==> src/ifc_pkg.sv <==
// Shared types and constants for the integer/fixed/float word converter.
package ifc_pkg;

   localparam int WORD_WIDTH = 32;
   localparam int FRAC_WIDTH = 5;
   localparam int EXP_WIDTH = 8;
   localparam int MANT_WIDTH = 23;
   localparam int EXP_BIAS = 127;

   localparam logic [WORD_WIDTH-1:0] EXP_FIELD_MASK = 32'h7f80_0000;
   localparam logic [WORD_WIDTH-1:0] MANT_MASK = 32'h007f_ffff;
   localparam logic [WORD_WIDTH-1:0] HIDDEN_BIT = 32'h0080_0000;

   localparam logic [FRAC_WIDTH-1:0] FRAC_RESET = 5'd8;

   typedef enum logic [1:0] {
      OP_INT_TO_FLOAT   = 2'd0,
      OP_FLOAT_TO_INT   = 2'd1,
      OP_FIXED_TO_FLOAT = 2'd2,
      OP_FLOAT_TO_FIXED = 2'd3
   } opcode_type;

endpackage

==> src/int_float_fixed_converter_unit.sv <==
// Integer/fixed-point to IEEE single converter and back, truncating.
// rsp_valid rises once the req has passed the input register and then the result register.
// Throughput: one word per cycle unless rsp_ready stalls; the conversion sits between the two.
// Reset: synchronous, active high; clears both stage valids, fraction_bits returns to 8.
// csr_ready is always high; the converter reads the fraction width from its config register.
module int_float_fixed_converter_unit (
   input  logic                                clock,
   input  logic                                reset,
   input  logic                                req_valid,
   output logic                                req_ready,
   input  logic [1:0]                          req_opcode,
   input  logic [ifc_pkg::WORD_WIDTH-1:0]      req_operand_word,
   output logic                                rsp_valid,
   input  logic                                rsp_ready,
   output logic [ifc_pkg::WORD_WIDTH-1:0]      rsp_result_word,
   input  logic                                csr_valid,
   output logic                                csr_ready,
   input  logic [ifc_pkg::FRAC_WIDTH-1:0]      csr_fraction_bits
);

   logic                                 stage_valid_ff;
   ifc_pkg::opcode_type                  stage_opcode_ff;
   logic [ifc_pkg::WORD_WIDTH-1:0]       stage_word_ff;
   logic                                 rsp_valid_ff;
   logic [ifc_pkg::WORD_WIDTH-1:0]       rsp_word_ff;
   logic [ifc_pkg::FRAC_WIDTH-1:0]       frac_bits_ff;
   logic [ifc_pkg::WORD_WIDTH-1:0]       result_in;
   logic                                 out_ready;
   logic                                 stage_ready;

   // Flow control: each stage advances when the one after it can take data
   assign out_ready = !rsp_valid_ff || rsp_ready;
   assign stage_ready = !stage_valid_ff || out_ready;
   assign req_ready = stage_ready;
   assign csr_ready = 1'b1;
   assign rsp_valid = rsp_valid_ff;
   assign rsp_result_word = rsp_word_ff;

   // Configuration register
   always_ff @(posedge clock) begin
      if (reset) begin
         frac_bits_ff <= ifc_pkg::FRAC_RESET;
      end else if (csr_valid) begin
         frac_bits_ff <= csr_fraction_bits;
      end
   end

   // Input register
   always_ff @(posedge clock) begin
      if (reset) begin
         stage_valid_ff <= 1'b0;
      end else if (stage_ready) begin
         stage_valid_ff <= req_valid;
      end
   end

   always_ff @(posedge clock) begin
      if (stage_ready && req_valid) begin
         stage_opcode_ff <= ifc_pkg::opcode_type'(req_opcode);
         stage_word_ff <= req_operand_word;
      end
   end

   ifc_convert u_convert (
      .opcode        (stage_opcode_ff),
      .operand_word  (stage_word_ff),
      .fraction_bits (frac_bits_ff),
      .result_word   (result_in)
   );

   // Result register: hold while the consumer stalls
   always_ff @(posedge clock) begin
      if (reset) begin
         rsp_valid_ff <= 1'b0;
      end else if (out_ready) begin
         rsp_valid_ff <= stage_valid_ff;
      end
   end

   always_ff @(posedge clock) begin
      if (out_ready && stage_valid_ff) begin
         rsp_word_ff <= result_in;
      end
   end

endmodule

==> src/ifc_convert.sv <==
// Combinational word conversion between two's complement and IEEE single.
module ifc_convert (
   input  ifc_pkg::opcode_type                  opcode,
   input  logic [ifc_pkg::WORD_WIDTH-1:0]       operand_word,
   input  logic [ifc_pkg::FRAC_WIDTH-1:0]       fraction_bits,
   output logic [ifc_pkg::WORD_WIDTH-1:0]       result_word
);

   logic                              sign;
   logic [ifc_pkg::WORD_WIDTH-1:0]    mag;
   logic [4:0]                        lead_pos;
   logic [ifc_pkg::WORD_WIDTH-1:0]    norm;
   logic [ifc_pkg::FRAC_WIDTH-1:0]    lower;
   logic [8:0]                        exp_sum;
   logic [ifc_pkg::WORD_WIDTH-1:0]    single_word;

   logic [ifc_pkg::FRAC_WIDTH-1:0]    raise;
   logic [ifc_pkg::EXP_WIDTH-1:0]     exp_field;
   logic signed [9:0]                 unb_exp;
   logic signed [9:0]                 shift_amt;
   logic [ifc_pkg::WORD_WIDTH-1:0]    sig;
   logic [ifc_pkg::WORD_WIDTH-1:0]    int_mag;
   logic [ifc_pkg::WORD_WIDTH-1:0]    int_word;

   // Integer or fixed to float: find leading one, normalize, bias exponent
   always_comb begin
      sign = operand_word[ifc_pkg::WORD_WIDTH-1];
      mag = sign ? (32'd0 - operand_word) : operand_word;
      lead_pos = 5'd0;
      for (int i = 0; i < ifc_pkg::WORD_WIDTH; i++) begin
         if (mag[i]) begin
            lead_pos = 5'(i);
         end
      end
      norm = mag << (5'd31 - lead_pos);
      lower = (opcode == ifc_pkg::OP_FIXED_TO_FLOAT) ? fraction_bits : '0;
      exp_sum = {4'd0, lead_pos} + 9'(ifc_pkg::EXP_BIAS) - {4'd0, lower};
      if (mag == '0) begin
         single_word = '0;
      end else begin
         single_word = {sign, exp_sum[7:0], norm[30:8]};
      end
   end

   // Float to integer or fixed: shift significand by unbiased exponent
   always_comb begin
      raise = (opcode == ifc_pkg::OP_FLOAT_TO_FIXED) ? fraction_bits : '0;
      exp_field = 8'((operand_word & ifc_pkg::EXP_FIELD_MASK) >> ifc_pkg::MANT_WIDTH);
      unb_exp = $signed({2'b00, exp_field}) - 10'(ifc_pkg::EXP_BIAS)
                + $signed({5'd0, raise});
      sig = (operand_word & ifc_pkg::MANT_MASK) | ifc_pkg::HIDDEN_BIT;
      if (unb_exp >= 10'(ifc_pkg::MANT_WIDTH)) begin
         shift_amt = unb_exp - 10'(ifc_pkg::MANT_WIDTH);
         int_mag = (shift_amt >= 10'sd32) ? '0 : (sig << shift_amt[4:0]);
      end else begin
         shift_amt = 10'(ifc_pkg::MANT_WIDTH) - unb_exp;
         int_mag = (shift_amt >= 10'sd32) ? '0 : (sig >> shift_amt[4:0]);
      end
      int_word = operand_word[ifc_pkg::WORD_WIDTH-1] ? (32'd0 - int_mag) : int_mag;
   end

   // Select direction
   always_comb begin
      unique case (opcode)
         ifc_pkg::OP_INT_TO_FLOAT,
         ifc_pkg::OP_FIXED_TO_FLOAT: begin
            result_word = single_word;
         end
         ifc_pkg::OP_FLOAT_TO_INT,
         ifc_pkg::OP_FLOAT_TO_FIXED: begin
            result_word = int_word;
         end
         default: begin
            result_word = int_word;
         end
      endcase
   end

endmodule
==> config.mk <==
export PLATFORM = sky130hd
export DESIGN_NAME = int_float_fixed_converter_unit
export DESIGN_NICKNAME = d
export VERILOG_FILES = /design/src/ifc_pkg.sv /design/src/int_float_fixed_converter_unit.sv /design/src/ifc_convert.sv
export SDC_FILE = /design/constraint.sdc
export NUM_CORES = 1
export LEC_CHECK = 0
export BUFFER_PORTS_ARGS = -buffer_cell sky130_fd_sc_hd__buf_2
export CAP_MARGIN = 25
export CELL_PAD_IN_SITES_DETAIL_PLACEMENT = 1
export CELL_PAD_IN_SITES_GLOBAL_PLACEMENT = 2
export CORE_ASPECT_RATIO = 0.75
export CORE_MARGIN = 2
export CORE_UTILIZATION = 34
export DETAILED_ROUTE_END_ITERATION = 8
export PLACE_DENSITY = 0.77
export SLEW_MARGIN = 25
export SYNTH_ARGS = -nofsm -noshare
export SYNTH_HDL_FRONTEND = slang
export SYNTH_SLANG_ARGS = --single-unit
==> constraint.sdc <==
create_clock -name clock -period 6.7 [get_ports clock]
set_input_delay 1.34 -clock clock [delete_from_list [all_inputs] [get_ports clock]]
set_output_delay 1.34 -clock clock [all_outputs]
set_load 0.01 [all_outputs]
### Word-level counts from Yosys, hierarchy flattened

Index checks and enable logic that the tools add are counted.
Widths: inputs -> output; s select.

* equal/unequal tests: 3
* $add $sub $neg: 9
* reductions and logical operators: 10
* mux-type cells: 40
* shifts and indexed selects: 3
* order comparisons: 3

Operators by type and width (count)
* $mux 32: 6
* $mux 5: 32
* $pmux 32 s2: 1
* $sub 1x32->32 const A: 2
* $logic_not 32->1: 1
* $shl 24x5->32: 1
* $shl 32x5->31: 1
* $shr 24x5->32: 1
* $ge 10x7->1 const B: 2
* $add 10x6->10: 1
* $ge 10x6->1 const B: 1
* $sub 10x6->10 const B: 1
* $sub 6x10->10 const A: 1
* $sub 8x7->9 const B: 1
* $add 5x7->8 const B: 1
* $sub 8x5->8: 1
* $sub 5x5->5 const A: 1
* $eq 2x2->1 const B: 2
* $reduce_or 2->1: 2
* $eq 2x1->1 const B: 1
* $logic_and 1x1->1: 2
* $logic_not 1->1: 2
* $logic_not 2->1: 1
* $logic_or 1x1->1: 2
* $mux 1: 1

* output and inout port bits: 35
* flip-flop bits (word level): 73

### Longest topological paths before layout

* depth after elaboration: 37
* mapped depth: 29
* gate-level depth less buffers: 23

### Hierarchy

From an unflattened synthesis, not the netlist that was laid out.

* cell total of the unflattened synthesis: 1306
* area total of the unflattened synthesis: 10445.0 µm²

By module, submodules not included
* ifc_convert: instances 1, area each 8184.1 µm², cells each 1212
* int_float_fixed_converter_unit: instances 1, area each 2260.9 µm², cells each 94

### Worst setup path before layout

OpenSTA, ideal clock, no wires.

* path kind: reg-to-reg
* start point: reg stage_opcode_ff[0]
* end point: reg rsp_word_ff (netlist bit rsp_result_word[31]), data pin
* clock period less this slack: 6.855 ns
* arrival time: 6.574 ns
* buffers on the path: 9
* library setup time: 0.280 ns
* path slack: -0.155 ns
* cell stages (with the launch flop): 25
* required time: 6.420 ns
* path through: edfxtp_1 -> clkbuf_1 -> clkbuf_1 -> buf_1 -> nand3_1 -> fa_1 -> clkbuf_1 -> inv_2 -> clkbuf_1 -> ha_1 -> clkbuf_1 -> buf_1 -> buf_1 -> clkbuf_1 -> mux4_2 -> nand2_1 -> o21a_1 -> nand2_1 -> a31oi_1 -> nand3b_1 -> a22oi_1 -> nand4_1 -> nand4bb_1 -> o311ai_0 -> o221ai_1

* cells in the longest elaborated chain, start to end: 10
* elaborated cells between the ends (all ways): 21
* classes of those cells: add/sub: 4; order compare: 3; eq/ne: 3; shift: 2; mux: 6; reduce/logical: 3

Ends and longest elaborated chain
* start, declared: RTL line int_float_fixed_converter_unit.sv:22 `ifc_pkg::opcode_type stage_opcode_ff;`
* start signal, assigned: RTL line int_float_fixed_converter_unit.sv:59 `stage_opcode_ff <= ifc_pkg::opcode_type'(req_opcode);`
* $eq 2x2->1: RTL line ifc_convert.sv:47, ifc_convert.sv:64
* $mux 5: RTL line ifc_convert.sv:47 `raise = (opcode == ifc_pkg::OP_FLOAT_TO_FIXED) ? fraction_bits : '0;`
* $add 10x6->10: RTL line ifc_convert.sv:50 `+ $signed({5'd0, raise});`
* $sub 6x10->10 / $sub 10x6->10 (equally long branches): RTL line ifc_convert.sv:56, ifc_convert.sv:53
* $ge 10x7->1, or another cell as far along: RTL line ifc_convert.sv:57 `int_mag = (shift_amt >= 10'sd32) ? '0 : (sig >> shift_amt[4:0]);`
* $mux 32 (on tied branches): RTL line ifc_convert.sv:57, ifc_convert.sv:54
* $mux 32: RTL line ifc_convert.sv:52 `if (unb_exp >= 10'(ifc_pkg::MANT_WIDTH)) begin`
* $sub 1x32->32: RTL line ifc_convert.sv:59 `int_word = operand_word[ifc_pkg::WORD_WIDTH-1] ? (32'd0 - int_mag) : int_mag;`
* $mux 32: RTL line ifc_convert.sv:59
* $pmux 32 s2 *: RTL line ifc_convert.sv:64 `unique case (opcode)`
* net result_in (one bit): RTL line int_float_fixed_converter_unit.sv:27 `logic [ifc_pkg::WORD_WIDTH-1:0] result_in;`
* end signal, assigned: RTL line int_float_fixed_converter_unit.sv:82 `rsp_word_ff <= result_in;`
* end, declared: RTL line int_float_fixed_converter_unit.sv:25 `logic [ifc_pkg::WORD_WIDTH-1:0] rsp_word_ff;`

Mark *: on every way through the listed nets, which the timed path passes. The rest lies on a longest branch.
A chain may end at the register's enable or synchronous reset.

### Worst setup path in the final report

* start point: reg stage_word_ff[0] in the netlist's numbering
* end point: reg rsp_word_ff (netlist bit rsp_result_word[27]), data pin

* cells in the longest elaborated chain, start to end: 37
* elaborated cells between the ends (all ways): 45
* classes of those cells: add/sub: 4; shift: 2; mux: 38; reduce/logical: 1

Ends and longest elaborated chain
* start, declared: RTL line int_float_fixed_converter_unit.sv:23 `logic [ifc_pkg::WORD_WIDTH-1:0] stage_word_ff;`
* start signal, assigned: RTL line int_float_fixed_converter_unit.sv:60 `stage_word_ff <= req_operand_word;`
* $sub 1x32->32: RTL line ifc_convert.sv:28 `mag = sign ? (32'd0 - operand_word) : operand_word;`
* $mux 32: RTL line ifc_convert.sv:28
* $mux 1: RTL line ifc_convert.sv:31 `if (mag[i]) begin`
* $mux 5 (30 in a row): RTL line ifc_convert.sv:31
* $add 5x7->8: RTL line ifc_convert.sv:37 `exp_sum = {4'd0, lead_pos} + 9'(ifc_pkg::EXP_BIAS) - {4'd0, lower};`
* $sub 8x5->8: RTL line ifc_convert.sv:37
* $mux 32: RTL line ifc_convert.sv:38 `if (mag == '0) begin`
* $pmux 32 s2 *: RTL line ifc_convert.sv:64
* net result_in (one bit): RTL line int_float_fixed_converter_unit.sv:27

Marks and branches as above.

==> summary.md <==
| Metric | Value |
|---|---|
| Total clock buffers created by CTS | 9 |
| Number of instances in the placed design | 1,989 |
| Depth of the CTS H-tree | 3 |
| RR Startpoint | stage_word_ff[0]$_DFFE_PP_ |
| Net total in the final layout | 1,619 |
| First-pass GRT wire length | 80.6 mm |
| Startpoint class of the critical path | flip-flop |
| Antenna fix cells | 0 |
| Per-cell routed wire length | 27.0 um |
| Crit path max-delay cell type | sky130_fd_sc_hd__a21oi_4 |
| Register area share after synthesis | 18.0% |
| Final worst setup slack | 345 ps |
| Vias in the first global route | 12,590 |
| Fraction of layout cells with a size suffix above 1 | 16.7% |
| Number of core rows | 58 |
| Via density per instance | 6.53 |
| Buffers & Inverters on Critical Path | 3 |
| Area enclosed by the die boundary | 0.0362 mm^2 |
| Category of the most critical setup path | reg2reg |
| Cell area after synthesis | 0.0118 mm^2 |
| Root Driver | sky130_fd_sc_hd__clkbuf_16 |
| Pre-CTS setup slack | 324 ps |
| Non-filler cells, final | 2,006 |
| Clock insertion delay at the later pin of the skew report | 370 ps |
| Data arrival time at the worst-slack endpoint | 6460 ps |
| Biggest fanout along the worst timing path | 23 |
| # DRC | 0 |
| Pins Over Slew Limit | 0 |
| Synthesis-to-finish area growth | 9.76% |
| Count of clock tree sinks | 73 |
| First DRT Iteration DRCs | 1,294 |
| Achievable frequency | 157 MHz |
| End of the worst register-to-register path | rsp_result_word[27]$_DFFE_PP_ |
| Number of synthesized flops with an enable pin | 66 |
| Flop and latch count out of synthesis | 73 |
| R2R cell count | 18 |
| Run status | finished, final reports clean |
| Count of fill cells added during filler insertion | 4,173 |
| Detailed-route via count | 13,092 |
| Final setup violation count | 0 |
| Class of the worst hold path | reg2reg |
| Post-Synthesis Mean Instance Area | 7.65 um^2 |
| Number of library cell types mapped by synthesis | 102 |
| GR Util All Layers | 29.8% |
| Clock Skews | 19.6 ps |
| Clock period minus worst slack | 6350 ps |
| Terminating pin of the worst hold path | rsp_valid$_SDFFE_PP0P_ |
| Yosys warns | 0 |
| Number of port buffers | 77 |
| Core occupancy in the finished layout | 38.2% |
| DRT Pass-1 Iters | 5 |
| HPWL after detailed placement | 42.6 mm |
| Initial Util | 34.8% |
| Launch instance of the worst min-delay path | stage_valid_ff$_SDFFE_PP0N_ |
| Setup slack of the worst register-to-register path | 350 ps |
| Horizontal extent of the die | 219 um |
| Number of stages on the worst hold path | 2 |
| Final Cycle Share | 94.8% |
| Final global-route overflow total | 0 |
| Gate count of the mapped netlist | 1,540 |
| Slowest stage delay, CP | 620 ps |
| Share of flip-flops with an asynchronous set or reset after synthesis | 0% |
| Clock-pin slew of the registers on the worst-case setup and hold paths | 80 ps |
| Normalized max-slew margin | 33.1% |
| Setup TNS after final layout | 0 ps |
| Slew at the pin closest to its max-slew limit | 1000 ps |
| Cells along the critical path | inv_1 > ha_1 > nor3b_2 > and4_1 > and4_1 > o221a_2 > a21oi_1 > buf_4 > a31o_2 > a21oi_4 > inv_2 > ha_1 > fa_1 > a21o_1 > a21oi_1 > xnor2_1 > a32oi_1 > o21ai_0 |
| Type of destination of the critical path | flip-flop |
| Power per cell area | 227 mW/mm^2 |
| Maximum number of pins on one net before global-route repair | 37 |
| Initial antenna violation count | 0 |
| Cts hold-fix bufs | 0 |
| Synthesized netlist net count | 1,608 |
| Predominant post-synthesis flop cell | sky130_fd_sc_hd__edfxtp_1 |
| Residual antenna-violating net count after detailed routing | 0 |
| Design Power | 2.94 mW |
| Final hold violations | 0 |
| Peak ir drop on the vdd network | 106 uV |
| Overall routed net length | 54.2 mm |
| Top Ports | 79 |
| CTS tree | done |
| Crit path required time | 6800 ps |
| Leakage power summed over all cells | 4.83 nW |
| Placer Congestion | 0.981 |
| CP delay by family, top | compound AO/OA/AOI/OAI gates |
| Max Cap Viol | 0 |
| Core area | 0.0338 mm^2 |
| Overall die height | 165 um |
| Clock tree buffer depth | 2 |
cell type report:
class / instances / area [um^2] / area share [%]
Timing Repair Buffer: 130 / 783 / 6.06
Clock buffer: 9 / 225 / 1.74
Multi-Input combinational cell: 1298 / 8990 / 69.5
Inverter: 39 / 146 / 1.13
Tap cell: 450 / 563 / 4.35
Clock inverter: 7 / 101 / 0.784
Sequential cell: 73 / 2120 / 16.4
power by group:
part	switching, mW	internal [mW]	leakage [nW]
sequential	0.0609	0.551	0.693
clock	0.223	0.329	0.153
combinational	1.15	0.617	3.99
kinds of logic after synthesis:
kind of cell    count (synthesis)  synth area share [%]
other cells                     1                0.0318
simple gates                  591                  24.6
mux                           146                  15.0
buf+inv                       169                  5.96
xor+xnor                       64                  5.00
fa+ha+maj                      24                  2.68
compound gates                472                  28.7
flops                          73                  18.0
cell usage after synthesis (all sizes together) (14+ instances only):
| cell | instances | area [um^2] |
|---|---|---|
| clkbuf | 93 | 349 |
| a31oi | 17 | 106 |
| nand4 | 17 | 106 |
| a211oi | 30 | 245 |
| edfxtp | 66 | 1980 |
| a22oi | 15 | 113 |
| nor4 | 14 | 130 |
| xor2 | 31 | 287 |
| a21oi | 78 | 417 |
| o21ai | 96 | 480 |
| ha | 22 | 275 |
| and2 | 19 | 119 |
| buf | 37 | 206 |
| o211ai | 26 | 200 |
| o31ai | 15 | 113 |
| nor2 | 149 | 559 |
| and3 | 21 | 131 |
| nand3 | 43 | 215 |
| mux2i | 96 | 961 |
| xnor2 | 32 | 280 |
| mux2 | 29 | 330 |
| or2 | 19 | 119 |
| mux4 | 21 | 473 |
| or3 | 15 | 93.8 |
| nand2 | 188 | 706 |
| a21o | 14 | 105 |
| inv | 37 | 139 |
| o22ai | 24 | 150 |
| nor3 | 46 | 230 |
metrics by stage:
step	hold slack [ps]	cell area, um^2
global placement	509	12600
CTS	547	12900
finish	541	12900
floorplan	474	11800
global route	577	12900
detailed placement	537	12600
cell usage in the layout (no fill, tap or decap), types with 24 or more instances in the layout:
cell / synthesis / routed
sky130_fd_sc_hd__a211oi_1: 26 / 26
sky130_fd_sc_hd__a21oi_1: 75 / 75
sky130_fd_sc_hd__buf_2: 18 / 77
sky130_fd_sc_hd__buf_4: 2 / 53
sky130_fd_sc_hd__edfxtp_1: 66 / 66
sky130_fd_sc_hd__inv_1: 31 / 31
sky130_fd_sc_hd__mux2_2: 24 / 24
sky130_fd_sc_hd__mux2i_1: 96 / 96
sky130_fd_sc_hd__nand2_1: 188 / 188
sky130_fd_sc_hd__nand3_1: 43 / 43
sky130_fd_sc_hd__nor2_1: 149 / 148
sky130_fd_sc_hd__nor3_1: 46 / 46
sky130_fd_sc_hd__o211ai_1: 25 / 25
sky130_fd_sc_hd__o21ai_0: 86 / 86
sky130_fd_sc_hd__o22ai_1: 24 / 24
sky130_fd_sc_hd__xnor2_1: 32 / 31
sky130_fd_sc_hd__xor2_1: 29 / 29
worst max path at each step:
stage / from / to / slack, ps / cells past startpoint
floorplan: stage_opcode_ff[0]$_DFFE_PP_ / rsp_result_word[31]$_DFFE_PP_ / 180 / 24
detailed placement: stage_word_ff[23]$_DFFE_PP_ / rsp_result_word[31]$_DFFE_PP_ / 320 / 15
global route: stage_word_ff[23]$_DFFE_PP_ / rsp_result_word[31]$_DFFE_PP_ / -9 / 19
global placement: stage_word_ff[23]$_DFFE_PP_ / rsp_result_word[31]$_DFFE_PP_ / 450 / 15
finish: stage_word_ff[0]$_DFFE_PP_ / rsp_result_word[27]$_DFFE_PP_ / 350 / 18
CTS: stage_word_ff[23]$_DFFE_PP_ / rsp_result_word[31]$_DFFE_PP_ / 310 / 15
sequential cells by signal, indices dropped and copies added (netlist names):
| signal | flops |
|---|---|
| rsp_result_word | 32 |
| stage_word_ff | 32 |
| frac_bits_ff | 5 |
| stage_opcode_ff | 2 |
| rsp_valid | 1 |
| stage_valid_ff | 1 |
per-layer routing:
metal,vias up,global-route usage (%),wire [um]
li1,5874,-,-
met1,6580,41.8,24500
met2,566,46.5,23800
met3,72,6.43,4820
met4,0,6.85,1100
met5,-,0,0
timing repair:
item	CTS	global route
setup buffers	0	1
endpoints found under the hold margin	0	0
endpoints found under the setup margin	0	9
gates resized for setup	0	3
worst reg2reg max path, delay by kind of cell (launching register included):
family	cells	cell delay [ps]
compound gates	8	2310
fa+ha+maj	3	1030
simple gates	3	1270
xor+xnor	1	160
buf+inv	3	770
flops	1	560
Power figures use the tool's default switching activity.
